**src/design/clp_pkg.sv**
```systemverilog
// Shared types, constants and arithmetic helpers for the band column profile block.
// No dependencies; every other file of the block except clp_queue imports this package.
`timescale 1ns / 1ps

package clp_pkg;

    // Configuration port
    localparam int CFG_IDX_W  = 2;
    localparam int CFG_DATA_W = 12;

    localparam logic [CFG_IDX_W-1:0] CFG_IMAGE_WIDTH  = 2'd0;
    localparam logic [CFG_IDX_W-1:0] CFG_IMAGE_HEIGHT = 2'd1;
    localparam logic [CFG_IDX_W-1:0] CFG_AOI_HEIGHT   = 2'd2;
    localparam logic [CFG_IDX_W-1:0] CFG_MODE         = 2'd3;

    localparam logic [CFG_DATA_W-1:0] IMAGE_WIDTH_RST  = 12'd640;
    localparam logic [CFG_DATA_W-1:0] IMAGE_HEIGHT_RST = 12'd480;
    localparam logic [CFG_DATA_W-1:0] AOI_HEIGHT_RST   = 12'd100;
    localparam logic                  MODE_RST         = 1'b0;

    // Datapath widths
    localparam int PIX_W      = 8;
    localparam int SUM_W      = 19;
    localparam int DIV_W      = 12;
    localparam int COL_OUT_W  = 11;
    localparam int DIV_STAGES = SUM_W;

    localparam logic [SUM_W-1:0] SUM_MAX = 19'h7FFFF;

    typedef struct packed {
        logic [PIX_W-1:0] red;
        logic [PIX_W-1:0] green;
        logic [PIX_W-1:0] blue;
    } rgb_t;

    typedef struct packed {
        logic [SUM_W-1:0] red;
        logic [SUM_W-1:0] green;
        logic [SUM_W-1:0] blue;
    } sums_t;

    // Classification of an in-band pixel, handed from the front to the back.
    typedef struct packed {
        logic first;   // first row of the band: the sum restarts
        logic emit;    // last row of the band: a profile entry is produced
        logic last;    // last column of the row
    } item_flags_t;

    // Partial remainder and the dividend/quotient shift word of one channel.
    typedef struct packed {
        logic [DIV_W-1:0] rem;
        logic [SUM_W-1:0] qd;
    } div_state_t;

    function automatic logic [SUM_W-1:0] sat_add(logic [SUM_W-1:0] a, logic [PIX_W-1:0] b);
        logic [SUM_W:0] s;
        s = {1'b0, a} + {{(SUM_W + 1 - PIX_W){1'b0}}, b};
        sat_add = s[SUM_W] ? SUM_MAX : s[SUM_W-1:0];
    endfunction

    // One restoring division step: brings down the next dividend bit and
    // shifts one quotient bit in at the bottom of the same word.
    function automatic div_state_t div_step(div_state_t cur, logic [DIV_W-1:0] d);
        logic [DIV_W:0] trial;
        logic [DIV_W:0] diff;
        div_state_t     nxt;
        trial = {cur.rem, cur.qd[SUM_W-1]};
        diff  = trial - {1'b0, d};
        if (trial >= {1'b0, d})
        begin
            nxt.rem = diff[DIV_W-1:0];
            nxt.qd  = {cur.qd[SUM_W-2:0], 1'b1};
        end
        else
        begin
            nxt.rem = trial[DIV_W-1:0];
            nxt.qd  = {cur.qd[SUM_W-2:0], 1'b0};
        end
        div_step = nxt;
    endfunction

endpackage

```
**src/design/clp_profile_if.sv**
```systemverilog
// Profile request channel: valid/ready handshake with one column entry of the profile.
// Depends on clp_pkg for the column and value widths.
`timescale 1ns / 1ps

interface clp_profile_if import clp_pkg::*; ();
    logic                 valid;
    logic                 ready;
    logic [COL_OUT_W-1:0] column;
    logic [SUM_W-1:0]     red_value;
    logic [SUM_W-1:0]     green_value;
    logic [SUM_W-1:0]     blue_value;
    logic                 last;

    modport source (output valid, column, red_value, green_value, blue_value, last,
                    input ready);
    modport sink   (input valid, column, red_value, green_value, blue_value, last,
                    output ready);
endinterface

```
**src/design/clp_div.sv**
```systemverilog
// Back end, second half: pipelined restoring divider, one quotient bit per stage,
// whose last stage is the output register. Depends on clp_pkg and clp_profile_if.
`timescale 1ns / 1ps

module clp_div import clp_pkg::*; #(
    parameter int COL_W = 11
) (
    input  logic              clk,
    input  logic              rst_n,
    output logic              adv,
    input  logic              acc_valid,
    input  logic [COL_W-1:0]  acc_col,
    input  logic              acc_last,
    input  logic [DIV_W-1:0]  acc_divisor,
    input  sums_t             acc_sums,
    clp_profile_if.source     profile
);

    localparam int CXW = (COL_W > COL_OUT_W) ? COL_W : COL_OUT_W;

    typedef struct packed {
        logic [COL_W-1:0] col;
        logic             last;
        logic [DIV_W-1:0] divisor;
        div_state_t       red;
        div_state_t       green;
        div_state_t       blue;
    } stage_t;

    stage_t                  stage_reg  [DIV_STAGES];
    stage_t                  stage_next [DIV_STAGES];
    logic [DIV_STAGES-1:0]   valid_reg;
    logic [DIV_STAGES-1:0]   valid_next;
    stage_t                  entry;
    logic [CXW-1:0]          col_wide;

    // A sum entry carries divisor one, so its quotient is the sum itself.
    always_comb
    begin
        entry.col       = acc_col;
        entry.last      = acc_last;
        entry.divisor   = acc_divisor;
        entry.red.rem   = '0;
        entry.red.qd    = acc_sums.red;
        entry.green.rem = '0;
        entry.green.qd  = acc_sums.green;
        entry.blue.rem  = '0;
        entry.blue.qd   = acc_sums.blue;
    end

    always_comb
    begin
        for (int s = 0; s < DIV_STAGES; s++)
        begin
            if (s == 0)
            begin
                stage_next[s] = entry;
                valid_next[s] = acc_valid;
            end
            else
            begin
                stage_next[s] = stage_reg[s-1];
                valid_next[s] = valid_reg[s-1];
            end
            stage_next[s].red   = div_step(stage_next[s].red, stage_next[s].divisor);
            stage_next[s].green = div_step(stage_next[s].green, stage_next[s].divisor);
            stage_next[s].blue  = div_step(stage_next[s].blue, stage_next[s].divisor);
        end
    end

    assign adv = !valid_reg[DIV_STAGES-1] || profile.ready;

    assign col_wide            = CXW'(stage_reg[DIV_STAGES-1].col);
    assign profile.valid       = valid_reg[DIV_STAGES-1];
    assign profile.column      = col_wide[COL_OUT_W-1:0];
    assign profile.red_value   = stage_reg[DIV_STAGES-1].red.qd;
    assign profile.green_value = stage_reg[DIV_STAGES-1].green.qd;
    assign profile.blue_value  = stage_reg[DIV_STAGES-1].blue.qd;
    assign profile.last        = stage_reg[DIV_STAGES-1].last;

    always_ff @(posedge clk or negedge rst_n)
    begin
        if (!rst_n)
            valid_reg <= '0;
        else if (adv)
            valid_reg <= valid_next;
    end

    always_ff @(posedge clk)
    begin
        if (adv)
        begin
            for (int s = 0; s < DIV_STAGES; s++)
                stage_reg[s] <= stage_next[s];
        end
    end

endmodule

```
**src/flat_wrapper.sv**
```systemverilog
// flat-port wrapper written by rule: the top's interface ports become plain ports
module clp_div_flat import clp_pkg::*;
#(
    parameter int COL_W = 11
)
  (clk, rst_n, adv, acc_valid, acc_col, acc_last, acc_divisor, acc_sums, profile_valid, profile_column, profile_red_value, profile_green_value, profile_blue_value, profile_last, profile_ready);
  clp_profile_if profile_i ();
  input  logic clk;
  input  logic rst_n;
  output logic adv;
  input  logic acc_valid;
  input  logic [COL_W-1:0] acc_col;
  input  logic acc_last;
  input  logic [DIV_W-1:0] acc_divisor;
  input  sums_t acc_sums;
  output wire logic [$bits(profile_i.valid)-1:0] profile_valid;
  output wire logic [$bits(profile_i.column)-1:0] profile_column;
  output wire logic [$bits(profile_i.red_value)-1:0] profile_red_value;
  output wire logic [$bits(profile_i.green_value)-1:0] profile_green_value;
  output wire logic [$bits(profile_i.blue_value)-1:0] profile_blue_value;
  output wire logic [$bits(profile_i.last)-1:0] profile_last;
  input wire logic [$bits(profile_i.ready)-1:0] profile_ready;
  assign profile_valid = profile_i.valid;
  assign profile_column = profile_i.column;
  assign profile_red_value = profile_i.red_value;
  assign profile_green_value = profile_i.green_value;
  assign profile_blue_value = profile_i.blue_value;
  assign profile_last = profile_i.last;
  assign profile_i.ready = profile_ready;
  clp_div #(.COL_W(COL_W)) u_core (.clk(clk), .rst_n(rst_n), .adv(adv), .acc_valid(acc_valid), .acc_col(acc_col), .acc_last(acc_last), .acc_divisor(acc_divisor), .acc_sums(acc_sums), .profile(profile_i));
endmodule
```
**config.mk**
```make
export PLATFORM = sky130hd
export DESIGN_NAME = clp_div_flat
export DESIGN_NICKNAME = d
export VERILOG_FILES = /design/src/design/clp_pkg.sv /design/src/design/clp_profile_if.sv /design/src/design/clp_div.sv /design/src/flat_wrapper.sv
export SDC_FILE = /design/constraint.sdc
export NUM_CORES = 2
export LEC_CHECK = 0
export CORE_ASPECT_RATIO = 1.1
export CORE_UTILIZATION = 50
export CTS_BUF_LIST = sky130_fd_sc_hd__clkbuf_16
export DETAILED_ROUTE_END_ITERATION = 8
export DONT_BUFFER_PORTS = 1
export HOLD_SLACK_MARGIN = 0.15
export SETUP_SLACK_MARGIN = 0.3
export SLEW_MARGIN = 30
export SYNTH_ARGS = -nofsm -noshare
export SYNTH_HDL_FRONTEND = slang
export SYNTH_SLANG_ARGS = --single-unit
```
**constraint.sdc**
```tcl
create_clock -name clk -period 90.1 [get_ports clk]
set_input_delay 0 -clock clk [delete_from_list [all_inputs] [get_ports clk]]
set_output_delay 0 -clock clk [all_outputs]
set_load 0.1 [all_outputs]
```
# Word-level counts from Yosys, hierarchy flattened

Memories as Yosys holds them, arrays and structs flattened.
Cells that the tools add are included.

Add/subtract/negate cells: 57
Order comparisons: 57
Multiplexer cells: 59
Reduce and logical (&&, ||, !) cells: 2

Operators with widths:

| kind                                             | count |
|---|---|
| 31-bit two-way mux                               | 57 |
| 13-bit by 12-bit >= comparator with 1-bit output | 54 |
| 12-bit subtractor                                | 54 |
| 1-bit by 12-bit >= comparator with 1-bit output  | 3 |
| 1-bit by 12-bit subtractor with 12-bit output    | 3 |
| 1-bit two-way mux                                | 2 |
| 1-bit zero test                                  | 1 |
| 1-bit logical OR                                 | 1 |

Register bits: 19
Bits in writable memories: 2223
Bits of input ports: 85
Output and inout port bits: 71
Logic and storage cells: 177
Memories kept: 1

Memory list:

| memory           | words | bits a word | read ports | clocked after Yosys merged registers in | write ports | line          | source |
|---|---|---|---|---|---|---|---|
| u_core.stage_reg | 19    | 117         | 19         | 0                                       | 19          | clp_div.sv:30 | `stage_t stage_reg [DIV_STAGES];` |

# Depth between registers and ports, before layout

Word-level depth: 4
Depth in mapped cells: 10
Gate-level depth less buffers: 10

# Worst setup path before layout

OpenSTA, ideal clock, no wires.

Path type: register -> register
Start: reg u_core.valid_reg[18]
End: reg u_core.valid_reg[0]
Setup time: 0.247 ns
Arrival time: 67.744 ns
Data required time: 89.853 ns
Setup slack: 22.109 ns
Cell stages (with the launch flop): 4
Path buffers: 1
Period minus slack after synthesis: 67.991 ns
Cells stage by stage: dfrtp_1 nand2b_1 clkbuf_1 mux2_2

Word-level cells in the longest chain between the ends: 2

RTL lines:

| item                   | line               | source |
|---|---|---|
| start, declared        | clp_div.sv:32      | `logic [DIV_STAGES-1:0] valid_reg;` |
| start signal, assigned | clp_div.sv:86      | `valid_reg <= valid_next;` |
| 1-bit zero test        | clp_div.sv:71      | `assign adv = !valid_reg[DIV_STAGES-1] \|\| profile.ready;` |
| 1-bit logical OR       | clp_div.sv:71      |  |
| named net adv          | flat_wrapper.sv:10 | `output logic adv;` |

The timed path passes the listed nets, and every way through them passes these cells.
A chain may end at the register's enable or synchronous reset.

==> run metrics <==
status=finished, final reports clean; worst slew pin tran=0.992 ns; cts hold-fix bufs=172; Worst Skew=0.0403 ns; Gate Count Post-Synth=6943; EDFF count, synth=2175; Final setup viols=0; Placer Congestion=0.906; Worst Setup SP=u_core.valid_reg[18]; Die ar.=206000 um^2; Synth area leaders=edfxtp_1 64%, ha_1 8.0%, mux2_2 5.0%; initial core utilization=50.4%; vias per inst=5.51; Routed Antenna Nets=0; initial antenna violation count=1; global-route wire length before repair=318000 um; Required @ worst endpoint=90.59 ns; core area=202000 um^2; Die X=433 um; total track usage=20.1%; Slew Limit Fails=0; fraction of layout cells with a size suffix above 1=12.7%; Synth Flop Type=edfxtp_1; placed inst area=106000 um^2; DRC errors left=0; Critical Path AT=7.62 ns; root buf cell=clkbuf_16; Post-CTS Setup Bufs=0; Yosys warning count=0; via count=56.4k; synth unique cells=60; Yosys top cell by area=edfxtp_1; aggregate global routing overflow=0; Mapped Area=102000 um^2; unrepaired setup endpoints after global routing=false; H-tree depth=4; chip height=476 um; max reg flops=2175; post-synth top area share=64.1%; R2R cell count=8; Top Ports=156; Nets=8105; CTS sink cnt=2194; Synth Net Count=7733; CTS Buf Count=222; FF+latch count, synth=2194; slew margin rel.=33.7%; reg2reg setup slack=82.96 ns; slowest cell on the critical path=nand2b_4; worst-path cell chain=nand2b_4 > buf_4 > buf_12 > buf_4 > buf_6 > buf_6 > buf_6 > buf_4; largest net degree at the start of global routing=196; DRT Pass-1 Iters=6; syn avg cell area=14.7 um^2; Min Clock Period, post-route=7.14 ns; Clock Latency Late Sink=0.86 ns; Crit Path Max Fanout=160; Routed WL=208000 um; worst r2r src=u_core.valid_reg[18]; post-route clock period utilization=7.92%; count leader, synth=edfxtp_1; TritonCTS clock tree=done; Layout area overhead=13.0%; fmax=140 MHz; RR Endpoint=u_core.stage_reg[7][41]; Port Buffers=0; Seq/Total Area, Yosys=64.5%; Hold Path Class=input pin to async pin; max-cap violations=0; 1st-iter DRT viols=3864; crit path kind=flop to flop; setup_tns=0 ns; vias in the first global route=56.0k; commonest cells in the synthesized netlist=2175 x edfxtp_1, 654 x ha_1, 450 x mux2_2; WL/cell=20.4 um; Critical path destination=u_core.stage_reg[7][41]; post-route cell area=115000 um^2; CP endpoint kind=flop; Final Hold Fails=0; fraction of registers with async set/reset=0.866%; PostCTS Resize Cnt=0; type of origin of the critical path=flop; dpl hpwl=152000 um; Reg clk slew, reported paths=0.06 ns; CP peak stage delay=0.87 ns; fillers=15.9k; clock buffer depth=3; Std-Cell Rows=173
[worst max-delay path, delay by kind of cell (launching register included)]
family | cells | cell delay (ns)
buffers and inverters | 7 | 4.73
DFF | 1 | 0.75
and+or+nand+nor | 1 | 0.87
[layer usage]
| metal | part of all wire [%] | global-route usage, % | routed length, um |
|---|---|---|---|
| met1 | 42 | 24.6 | 86500 |
| met3 | 3.2 | 2.61 | 6740 |
| met2 | 52 | 35.9 | 107000 |
| met4 | 3.7 | 7.99 | 7790 |
| met5 | 0 | 0 | 0 |
[cell type report]
type | instances | area [um^2] | area share (%)
Clock inverter | 192 | 2040 | 1.77
Clock buffer | 226 | 5660 | 4.91
Timing Repair Buffer | 231 | 2310 | 2.00
Inverter | 443 | 1660 | 1.44
Sequential cell | 2194 | 65800 | 57.1
Tap cell | 2712 | 3390 | 2.94
Multi-Input combinational cell | 4223 | 34400 | 29.8
Antenna cell | 2 | 5.00 | 0.00434
[kinds of logic (layout without fill, tap and decap cells)]
logic type | Yosys count | after routing | synth area share, %
XOR/XNOR | 407 | 407 | 3.50
AO/OA/AOI/OAI | 1427 | 1427 | 9.29
buffers and inverters | 526 | 1092 | 2.05
flip-flops | 2194 | 2194 | 64.5
AND/OR/NAND/NOR | 1133 | 1133 | 5.63
multiplexers | 551 | 551 | 6.00
adder cells (fa/ha/maj) | 705 | 705 | 9.03
other | 0 | 2 | 0
[worst min-delay path by stage]
stage            startpoint                      end  cells past startpoint
4_1_cts        acc_sums[12]  u_core.stage_reg[0][13]                      2
6_report              rst_n     u_core.valid_reg[11]                      3
3_3_place_gp          rst_n     u_core.valid_reg[18]                      0
2_1_floorplan         rst_n      u_core.valid_reg[0]                      0
5_1_grt               rst_n      u_core.valid_reg[4]                      3
3_5_place_dp          rst_n      u_core.valid_reg[8]                      0
[layout by cell type, fill, tap and decap left out, drive strengths merged, types with 105 or more instances in the layout]
master,n
inv,482
nor2,268
xnor2,206
clkinv,105
clkbuf,226
a21o,252
ha,654
nor2b,124
mux2,457
dlygate4sd3,172
a21oi,413
o21ai,268
nand3,179
nand2,175
edfxtp,2175
xor2,201
[per-stage QoR]
step           setup WS [ns]  std cells  util [%]  hold WS, ns
6_report               82.96      10200      56.9        0.191
5_1_grt                82.41      10200      56.9        0.179
4_1_cts                82.13      10200      56.9        0.184
3_5_place_dp           82.08       9628      52.2       -0.294
3_3_place_gp           82.30       9625      52.2       -0.295
2_1_floorplan          22.11       6943         -       -0.296
Power is not shown: default switching activity piles up to over one toggle a cycle in this logic, so the estimate is an artifact.
