===== src/design/clp_queue.sv =====
// Short register FIFO that decouples the classifying front from the accumulating back.
// Generic in width and depth; it has no dependencies.
`timescale 1ns / 1ps

module clp_queue #(
    parameter int WIDTH = 8,
    parameter int DEPTH = 4
) (
    input  logic             clk,
    input  logic             rst_n,
    input  logic             push_valid,
    output logic             push_ready,
    input  logic [WIDTH-1:0] push_data,
    output logic             pop_valid,
    input  logic             pop_ready,
    output logic [WIDTH-1:0] pop_data
);

    localparam int PW = (DEPTH > 1) ? $clog2(DEPTH) : 1;
    localparam int NW = $clog2(DEPTH + 1);

    logic [WIDTH-1:0] slot_reg [DEPTH];
    logic [PW-1:0]    wr_ptr_reg, rd_ptr_reg;
    logic [NW-1:0]    count_reg;
    logic             do_push, do_pop;

    assign push_ready = (count_reg != NW'(DEPTH));
    assign pop_valid  = (count_reg != '0);
    assign pop_data   = slot_reg[rd_ptr_reg];
    assign do_push    = push_valid && push_ready;
    assign do_pop     = pop_valid && pop_ready;

    always_ff @(posedge clk or negedge rst_n)
    begin
        if (!rst_n)
        begin
            wr_ptr_reg <= '0;
            rd_ptr_reg <= '0;
            count_reg  <= '0;
        end
        else
        begin
            if (do_push)
                wr_ptr_reg <= (wr_ptr_reg == PW'(DEPTH - 1)) ? '0 : wr_ptr_reg + PW'(1);
            if (do_pop)
                rd_ptr_reg <= (rd_ptr_reg == PW'(DEPTH - 1)) ? '0 : rd_ptr_reg + PW'(1);
            if (do_push && !do_pop)
                count_reg <= count_reg + NW'(1);
            else if (do_pop && !do_push)
                count_reg <= count_reg - NW'(1);
        end
    end

    always_ff @(posedge clk)
    begin
        if (do_push)
            slot_reg[wr_ptr_reg] <= push_data;
    end

endmodule


===== config.mk =====
export PLATFORM = sky130hd
export DESIGN_NAME = clp_queue
export DESIGN_NICKNAME = d
export VERILOG_FILES = /design/src/design/clp_queue.sv
export SDC_FILE = /design/constraint.sdc
export NUM_CORES = 1
export LEC_CHECK = 0
export ABC_CLOCK_PERIOD_IN_PS = 2150
export BUFFER_PORTS_ARGS = -buffer_cell sky130_fd_sc_hd__buf_2
export CORE_UTILIZATION = 47
export CTS_BUF_LIST = sky130_fd_sc_hd__clkbuf_8
export CTS_CLUSTER_DIAMETER = 40
export DETAILED_ROUTE_END_ITERATION = 6
export PLACE_DENSITY = 0.67
export SYNTH_ARGS = -nofsm -noshare
export SYNTH_HDL_FRONTEND = slang
export SYNTH_SLANG_ARGS = --single-unit
export TNS_END_PERCENT = 100

===== constraint.sdc =====
create_clock -name clk -period 2.15 [get_ports clk]
set_input_delay 0.43 -clock clk [delete_from_list [all_inputs] [get_ports clk]]
set_output_delay 0.43 -clock clk [all_outputs]
set_load 0.005 [all_outputs]

Word level (Yosys, flattened, before mapping):

Memory sizes are Yosys's and may differ from the RTL's.
Cells that the tools add are included.

* add/sub/neg operators: 4
* eq/ne operators: 3
* muxes and demuxes: 6
* reductions and logical operators: 8

Operators by type and width (number)
* $mux W3: 2
* $add A2 B1 Y2 const B: 2
* $eq A2 B2 Y1 const B: 2
* $logic_and A1 B1 Y1: 4
* $mux W2: 2
* $add A3 B1 Y3 const B: 1
* $ne A3 B3 Y1 const B: 1
* $reduce_bool A3 Y1: 1
* $sub A3 B1 Y3 const B: 1
* $logic_not A1 Y1: 2
* $mux W1: 2
* $reduce_bool A2 Y1: 1

* register bits after elaboration: 7
* RAM bits: 32
* output and inout bits: 10
* memories kept: 1

Memories
* slot_reg: depth 4, bits a word 8, read ports 1, clocked after memory_dff 0, wr ports 1, line 22 `logic [WIDTH-1:0] slot_reg [DEPTH];`

Logic depth before layout (Yosys ltp):

Gate-level depths: netlist of the first run.

* depth in word-level cells: 6
* depth in mapped cells: 8
* mapped depth without buffers: 8

Worst setup path after synthesis of the first run:

Ideal clock, no wire load.

* path type: reg2reg
* from: register count_reg[2]
* to: register count_reg[2]
* setup time: 0.079 ns
* data arrival time: 1.869 ns
* setup slack: 0.202 ns
* cell stages (with the launch flop): 9
* clock period less this slack: 1.948 ns
* cell sequence: dfrtp_1 -> or3_4 -> nand2_4 -> ha_1 -> inv_1 -> fa_1 -> xor2_1 -> nor2_1 -> xor2_1

* word-level cells in the longest chain between the ends: 5

Ends and longest elaborated chain
* start, declared: line 24 `logic [NW-1:0] count_reg;`
* start signal, assigned: line 48 `count_reg <= count_reg + NW'(1);`
* start signal, assigned: line 50 `count_reg <= count_reg - NW'(1);`
* $reduce_bool A3 Y1 *: line 28 `assign pop_valid = (count_reg != '0);`
* via pop_valid: line 14 `output logic pop_valid,`
* $logic_and A1 B1 Y1 *: line 31 `assign do_pop = pop_valid && pop_ready;`
* $logic_not A1 Y1: line 47 `if (do_push && !do_pop)`
* $logic_and A1 B1 Y1: line 47
* $mux W3 or $reduce_bool A2 Y1 (tied branches)

Mark *: on every way through the listed nets, which the timed path passes. The rest lies on a longest branch. The select of a mux whose other input is x is not followed.
A chain may end at the register's enable or synchronous reset.

Worst setup path in the final report of the first run:

* from: register count_reg[0]
* to: register count_reg[2]

* word-level cells in the longest chain between the ends: 5

Ends and longest elaborated chain
* parallel branches: the longest is 5 deep, another holds $sub A3 B1 Y3

Parallel ways; which one is timed is not known. The select of a mux whose other input is x is not followed.

==> results of run 1 <==
worst paths after layout:
check	start	to	slack [ps]
min in group asynchronous	rst_n	rd_ptr_reg[1]	530
max in group asynchronous	rst_n	count_reg[0]	1440
hold / removal	push_data[5]	slot_reg[3][5]	360
hold reg to reg	count_reg[0]	count_reg[0]	540
setup / recovery	count_reg[0]	count_reg[2]	120
setup reg to reg	count_reg[0]	count_reg[2]	120
through the flow:
step,util [%],power [mW],hold WS [ps],cell area [sq um]
floorplan,-,1.70,134,1600
global placement,56.2,1.93,275,1760
detailed placement,56.2,1.96,281,1760
CTS,59.2,2.41,357,1850
global route,59.5,2.56,350,1860
finish,59.5,2.39,362,1860
what timing repair did:
action                     in CTS  in global routing
hold endpoints to repair        7                  0
setup endpoints to repair       8                  1
hold buffers                    1                  0
gates resized for setup         1                  2
setup buffers                   0                  1
power by group:
group / internal, mW / switching, mW / total [mW]
sequential: 1.03 / 0.163 / 1.19
clock: 0.218 / 0.228 / 0.446
combinational: 0.447 / 0.311 / 0.758
cells in the final DEF (no fill, tap or decap), types with 2 or more instances in the layout:
cell type and count:
edfxtp_1 32, buf_2 21, mux4_2 8, inv_1 5, ha_1 5, clkbuf_8 5
dfrtp_1 5, nor2_1 4, and2_1 4, mux2_2 3, mux2_4 2, xor2_1 2
dfrtp_2 2, buf_4 2
area by class of cell:
class                           instances  share of cell area [%]
Tap cell                               44                    2.96
Multi-Input combinational cell         35                    23.9
Timing Repair Buffer                   24                    6.99
Sequential cell                        39                    61.2
Inverter                                3                   0.605
Clock inverter                          3                   0.672
Clock buffer                            5                    3.70
synth_stat cells, types with 2 or more instances:
library cell  number  share of area, %
mux4_2             8                11
mux2_4             2               1.9
and2_1             4               1.6
xor2_1             2               1.1
nor2_1             4              0.94
dfrtp_1            7                11
mux2_2             3               2.1
inv_1              3              0.70
ha_1               6               4.7
edfxtp_1          32                60
kinds of logic (layout without fill, tap and decap cells):
group | Yosys count | count (layout) | share of synthesized area (%)
compound gates | 1 | 1 | 0.704
xor+xnor | 3 | 3 | 1.64
fa+ha+maj | 7 | 7 | 5.95
buf+inv | 5 | 35 | 1.25
flops | 39 | 39 | 71.0
mux | 13 | 13 | 15.3
simple gates | 11 | 11 | 4.15
layer usage:
layer | GRT usage, % | up-vias
met2 | 25.3 | 15
met5 | 0 | -
met4 | 6.98 | 0
li1 | - | 358
met1 | 19.0 | 370
met3 | 6.61 | 5
==> metrics.txt, run 1 <==
run status complete, no violations; CP Max Fanout 4; worst vdd ir 0.554 mV; Worst-Margin Slew 445 ps; Max Used Layer met4; Worst slew margin 70.3%; Cells after DPL between 100 and 150; area taken by multi-input logic gates 445 sq um; clock root buffer clkbuf_8; htree depth 2; largest delay contributor family on the critical path simple AND/OR/NAND/NOR gates; worst hold path depth 1; LEAKAGE between 0.7 and 0.8 nW; total track usage ~16%; mean area per synthesized cell 20.2 sq um; GP Congestion around 0.64; via count between 700 and 800; clk sinks 39; Distinct cells, synth 18; fin crit period just over 2000 ps; clk_lat worst skew 280 ps; CP required 2360 ps; flip-flop and latch area 1140 sq um; wire length per cell 15.6 um; Crit path depth 8; total wire length 2390 um; maximum clock frequency 0.493 GHz; CP endpoint kind flop; max-cap viol count 0; metal3 WL 102 um; Die Y 60.3 um; clock buffer depth 2; DP HPWL 1630 um; Worst Clk Skew between 2 and 2.5 ps; TritonCTS Buffers 5; DRT antenna net count 0; number of synthesized flops with an enable pin 32; slowest CP cell dfrtp_2; fin cells 153; M1 wire length 1070 um; core area between 3000 and 4000 sq um; Starting Density around 50%; Site Rows 20; filler instances 243; largest net degree at the start of global routing 12; Post-Syn Area around 1600 sq um; DR DRC count 0; DR iter-0 viols 18; vias per std cell approximately 4.9; final worst setup slack 121 ps; asr flop ratio synth ~18%; fin nets 127; CP max stage delay between 400 and 500 ps; Worst R2R Path Depth 8; synth warn 0; antenna cells 0; initial antenna violation count 0; Clk pin slew, worst setup/hold paths 70 ps; pwr/cell area 1290 nW/um^2; RSZ-0062 raised after global routing false; met2 wire len 1190 um; worst min path class in2reg; CP bufs+invs 1; number of global-route vias before repair 791; most used cell, CP xor2_1; share of post-route cells with drive strength above 1 about 44%; # IOs 22; final period utilization a little over nine tenths; max reg flops 32; Setup crit start kind flop; DR pass1 iterations 3; Hold Fails Final Rpt 0; Seq/Total Area, Yosys 71.0%; first-pass GRT wire length 3750 um; Die ar. 3640 sq um; post-synth net total 98; Worst Path Arrival 2240 ps; final global-route overflow total 0; FF+latch count, synth 39; port bufs 21; critical path cell sequence or3_4 -> nand2_4 -> ha_2 -> inv_1 -> fa_1 -> xor2_1 -> nor2_1 -> xor2_1; Crit Path Class reg2reg; Mapped Cells 79; Area Growth Syn to Fin 16.4%; CTS tree built; final setup vio count 0; Setup TNS Final 0 ps; Die Wd 60.3 um; top_reg_cell synth edfxtp_1; pre-CTS setup slack roughly 110 ps; pins over their slew limit 0
Note: power is estimated with default switching activity, not from simulation.
==> run 2, diff against run 1 <==
==> constraint.sdc (replaced) <==
create_clock -name clk -period 2.15 [get_ports clk]
set_input_delay 0.43 -clock clk [delete_from_list [all_inputs] [get_ports clk]]
set_output_delay 0.43 -clock clk [all_outputs]
set_load 0.1 [all_outputs]
==> run 2 against run 1 <==
Count of clock-buffer cells in the layout increased by 1. Cell area rose by 1.3%. Worst setup slack got worse by 44 ps. Sequential share of layout area is 0.94 points lower. Maximum frequency down 2.1%. Non-clock buffer count grew 1. First-iteration DRC count is 22% lower. Critical path type is now reg2out. Critical endpoint is now pop_data[0].
==> metrics.txt, run 2 (synthesis results as in run 1) <==
Clk pin slew, worst setup/hold paths ~70 ps; clock root buffer clkbuf_8; clk sinks 39; Area Growth Syn to Fin 18.0%; Crit Path Class reg2out; most frequent cells in the layout 32 x edfxtp_1, 21 x buf_2, 8 x mux4_2; CP endpoint kind output port; GP Congestion 0.629; critical path cell sequence mux4_2 -> buf_2; CTS tree built; CP max stage delay 640 ps; via count 762; CP bufs+invs 1; Die Y approximately 60 um; leading cell type in the layout, fill and taps excluded edfxtp_1; Cells after DPL 145; fin crit period 2070 ps; worst min path class in2reg; CTS resizes 0; Die Wd 60.3 um; DR iter-0 viols 14; CP Max Fanout 10; filler instances 240; cts hold-fix bufs 1; RSZ-0062 raised after global routing false; final setup vio count 0; wire length per cell 14.9 um; final period utilization 96.4%; TritonCTS Buffers 5; largest delay contributor family on the critical path flip-flops; final global-route overflow total 0; max-cap viol count 0; DR pass1 iterations 4; core area 3130 sq um; max reg flops 32; run status complete, no violations; Worst-Margin Slew 493 ps; Starting Density between 50% and 60%; htree depth 2; share of post-route cells with drive strength above 1 42.7%; Worst Clk Skew 7.10 ps; Worst slew margin 67.3%; DRT antenna net count 0; largest net degree at the start of global routing 13; # IOs 22; Worst Path Arrival 1640 ps; DP HPWL 1580 um; Setup TNS Final 0 ps; first-pass GRT wire length 3550 um; port bufs 21; fin cells 154; maximum clock frequency 0.482 GHz; CP required 1720 ps; total wire length 2300 um; antenna cells 0; Site Rows 20; number of global-route vias before repair ~750; initial antenna violation count 0; clk_lat worst skew 290 ps; Post-CTS Setup Repair Bufs 0; Setup crit start kind flop; DR DRC count 0; clock buffer depth 2; slowest CP cell dfrtp_1; Die ar. 3640 sq um; Reg2Reg Setup Slack 130 ps; Hold Fails Final Rpt 0; fin nets 128; total track usage 15.1%; vias per std cell 4.95; pins over their slew limit 0
-- run 2: changes by cell type in the layout (fill, tap and decap cells not counted), sizes merged --
| cell | change |
|---|---|
| buf | +1 |
| clkbuf | +1 |
| inv | -1 |
-- run 2: final timing paths --
path / start / endpoint / depth (start not counted)
worst max-delay path: rd_ptr_reg[1] / pop_data[0] / 2
worst min-delay path: push_data[1] / slot_reg[0][1] / 1
worst max register to register: count_reg[2] / count_reg[2] / 8
worst min register to register: count_reg[2] / count_reg[2] / 1
max in group asynchronous: rst_n / wr_ptr_reg[1] / 2
min in group asynchronous: rst_n / rd_ptr_reg[1] / 2
-- run 2: layout make-up --
cell class | instances | area (sq um) | area share [%]
Tap cell | 44 | 55.1 | 2.92
Clock inverter | 2 | 8.76 | 0.464
Inverter | 3 | 11.3 | 0.597
Multi-Input combinational cell | 35 | 443 | 23.5
Timing Repair Buffer | 25 | 150 | 7.96
Sequential cell | 39 | 1140 | 60.2
Clock buffer | 6 | 82.6 | 4.38
-- run 2: layer usage --
| metal | wire (um) | GRT usage (%) | vias to the layer above |
|---|---|---|---|
| li1 | - | - | 363 |
| met3 | 101 | 6.40 | 6 |
| met2 | 1150 | 25.1 | 14 |
| met1 | 1010 | 16.8 | 379 |
| met4 | 42 | 6.98 | 0 |
| met5 | 0 | 0 | - |
-- run 2: stage by stage --
stage | instance area [sq um] | hold WS [ps] | util [%] | setup WS (ps)
2_1_floorplan | 1600 | 134 | - | 4.57
3_3_place_gp | 1790 | 271 | 57.1 | 167
3_5_place_dp | 1790 | 273 | 57.1 | 140
4_1_cts | 1890 | 349 | 60.3 | 60.5
5_1_grt | 1890 | 349 | 60.3 | 22.8
6_report | 1890 | 356 | 60.3 | 77.3
Power of run 2 is not shown: default switching activity piles up to over one toggle a cycle in this logic, so the estimate is an artifact.
==> run 3, diff against run 2 <==
--- a/config.mk
+++ b/config.mk
@@ -12,6 +12,7 @@
 export CTS_CLUSTER_DIAMETER = 40
 export DETAILED_ROUTE_END_ITERATION = 6
 export PLACE_DENSITY = 0.67
+export RECOVER_POWER = 50
 export SYNTH_ARGS = -nofsm -noshare
 export SYNTH_HDL_FRONTEND = slang
 export SYNTH_SLANG_ARGS = --single-unit
==> run 3 against run 2 <==
Cell area down 0.99%. Via count unchanged. Sequential share of layout area grew 0.61 points. First-iteration DRC count decreased by 21%. Wire length is 0.13% higher. Cell count is the same. Hold slack improved by 45 ps. Maximum frequency rose by 0.21%. Critical path depth did not move. Global-route usage unchanged. Worst setup slack gained 4.4 ps. Die area is the same.
==> metrics.txt, run 3 (synthesis results as in run 1) <==
max reg flops 32; Die Wd 60.3 um; vias per std cell 4.95; CP Max Fanout 10; total wire length 2300 um; DP HPWL 1580 um; flip-flop and latch area 1140 sq um; routing usage on met3 6.40%; RR Startpoint count_reg[2]; total track usage around 15%; core area 3130 sq um; run status complete, no violations; final period utilization 96.2%; final global-route overflow total 0; Die ar. 3640 sq um; Worst R2R Path Depth 8; maximum clock frequency 0.483 GHz; Clk pin slew, worst setup/hold paths 70 ps; leading cell type in the layout, fill and taps excluded edfxtp_1; Worst Path Arrival 1640 ps; FF-to-FF End count_reg[2]; clock root buffer clkbuf_8; Hold Fails Final Rpt 0; Starting Density 51.1%; Worst Clk Skew 7.35 ps; clk sinks 39; share of post-route cells with drive strength above 1 32.7%; hold endpoint slot_reg[0][0]; Setup TNS Final 0 ps; CTS tree built; TritonCTS Buffers 5; number of global-route vias before repair 746; Post-CTS Setup Repair Bufs 0; clock buffer depth 2; most frequent cells in the layout 32 x edfxtp_1, 12 x buf_2, 10 x clkbuf_1; DR pass1 iterations 4; clk_lat worst skew a little under 300 ps; CP endpoint kind output port; Setup crit start kind flop; gr busiest metal met2; antenna cells 0; port bufs 21; DR DRC count 0; htree depth 2; worst min path class in2reg; worst hold path depth 1; initial antenna violation count 0; wire length per cell 15.0 um; max-cap viol count 0; GR Util met2 about a quarter; pins over their slew limit 0; DRT antenna net count 0; Worst-Margin Slew 493 ps; CP required 1720 ps; fin nets approximately 130; DR iter-0 viols 11; area taken by multi-input logic gates 439 sq um; first-pass GRT wire length around 3600 um; fin crit period 2070 ps; Worst slew margin roughly two thirds; hold path startpoint push_data[0]; Site Rows 20; largest net degree at the start of global routing 13; filler instances 247; GP Congestion 0.629; Area Growth Syn to Fin 16.8%; final setup vio count 0; Reg2Reg Setup Slack around 140 ps; Crit Path Class reg2out; # IOs 22; met1 GRT Util 16.8%; via count 762; RSZ-0062 raised after global routing false; Die Y 60.3 um
==> run 3: changes by cell type in the layout (fill, tap and decap cells not counted), sizes merged <==
cell    delta
clkbuf    +10
buf       -10
==> run 3: metrics by stage <==
stage	std cells	instance area, sq um	worst slack (ps)	util [%]	hold slack [ps]
floorplan	79	1600	4.57	-	134
CTS	154	1890	60.5	60.3	349
finish	154	1870	81.7	59.7	400
global route	154	1870	23.1	59.7	402
global placement	145	1790	167	57.1	271
detailed placement	145	1790	140	57.1	273
==> run 3: timing repair <==
item | CTS | global route
hold endpoints to repair | 7 | 0
hold buffers | 1 | 0
resized for setup | 0 | 0
==> run 3: cell type report <==
class | count | share of cell area, %
flip-flops and latches | 39 | 60.8
repair buffers | 25 | 7.23
multi-input cells | 35 | 23.5
well taps | 44 | 2.95
inverters | 3 | 0.603
clock inverters | 2 | 0.469
clock buffers | 6 | 4.42
==> run 3: how the worst max path moves through the flow <==
stage	start	endpoint	slack, ps	depth (start not counted)
floorplan	count_reg[2]	count_reg[2]	5	8
global placement	count_reg[2]	count_reg[2]	170	8
detailed placement	count_reg[2]	count_reg[2]	140	8
CTS	rd_ptr_reg[1]	pop_data[0]	60	2
global route	rd_ptr_reg[1]	pop_data[0]	20	2
finish	rd_ptr_reg[1]	pop_data[0]	80	2
==> run 3: worst max-delay path, stage by stage (launching register included) <==
cell and delay, ps:
dfrtp_1 630, mux4_2 290, buf_2 420
==> run 3: routing by layer <==
metal  share of wire (%)  wire, um
met3                 5.0       115
met2                  50      1150
met4                 1.8        42
met5                   0         0
met1                  43      1000
Power of run 3 is left out for the same reason.
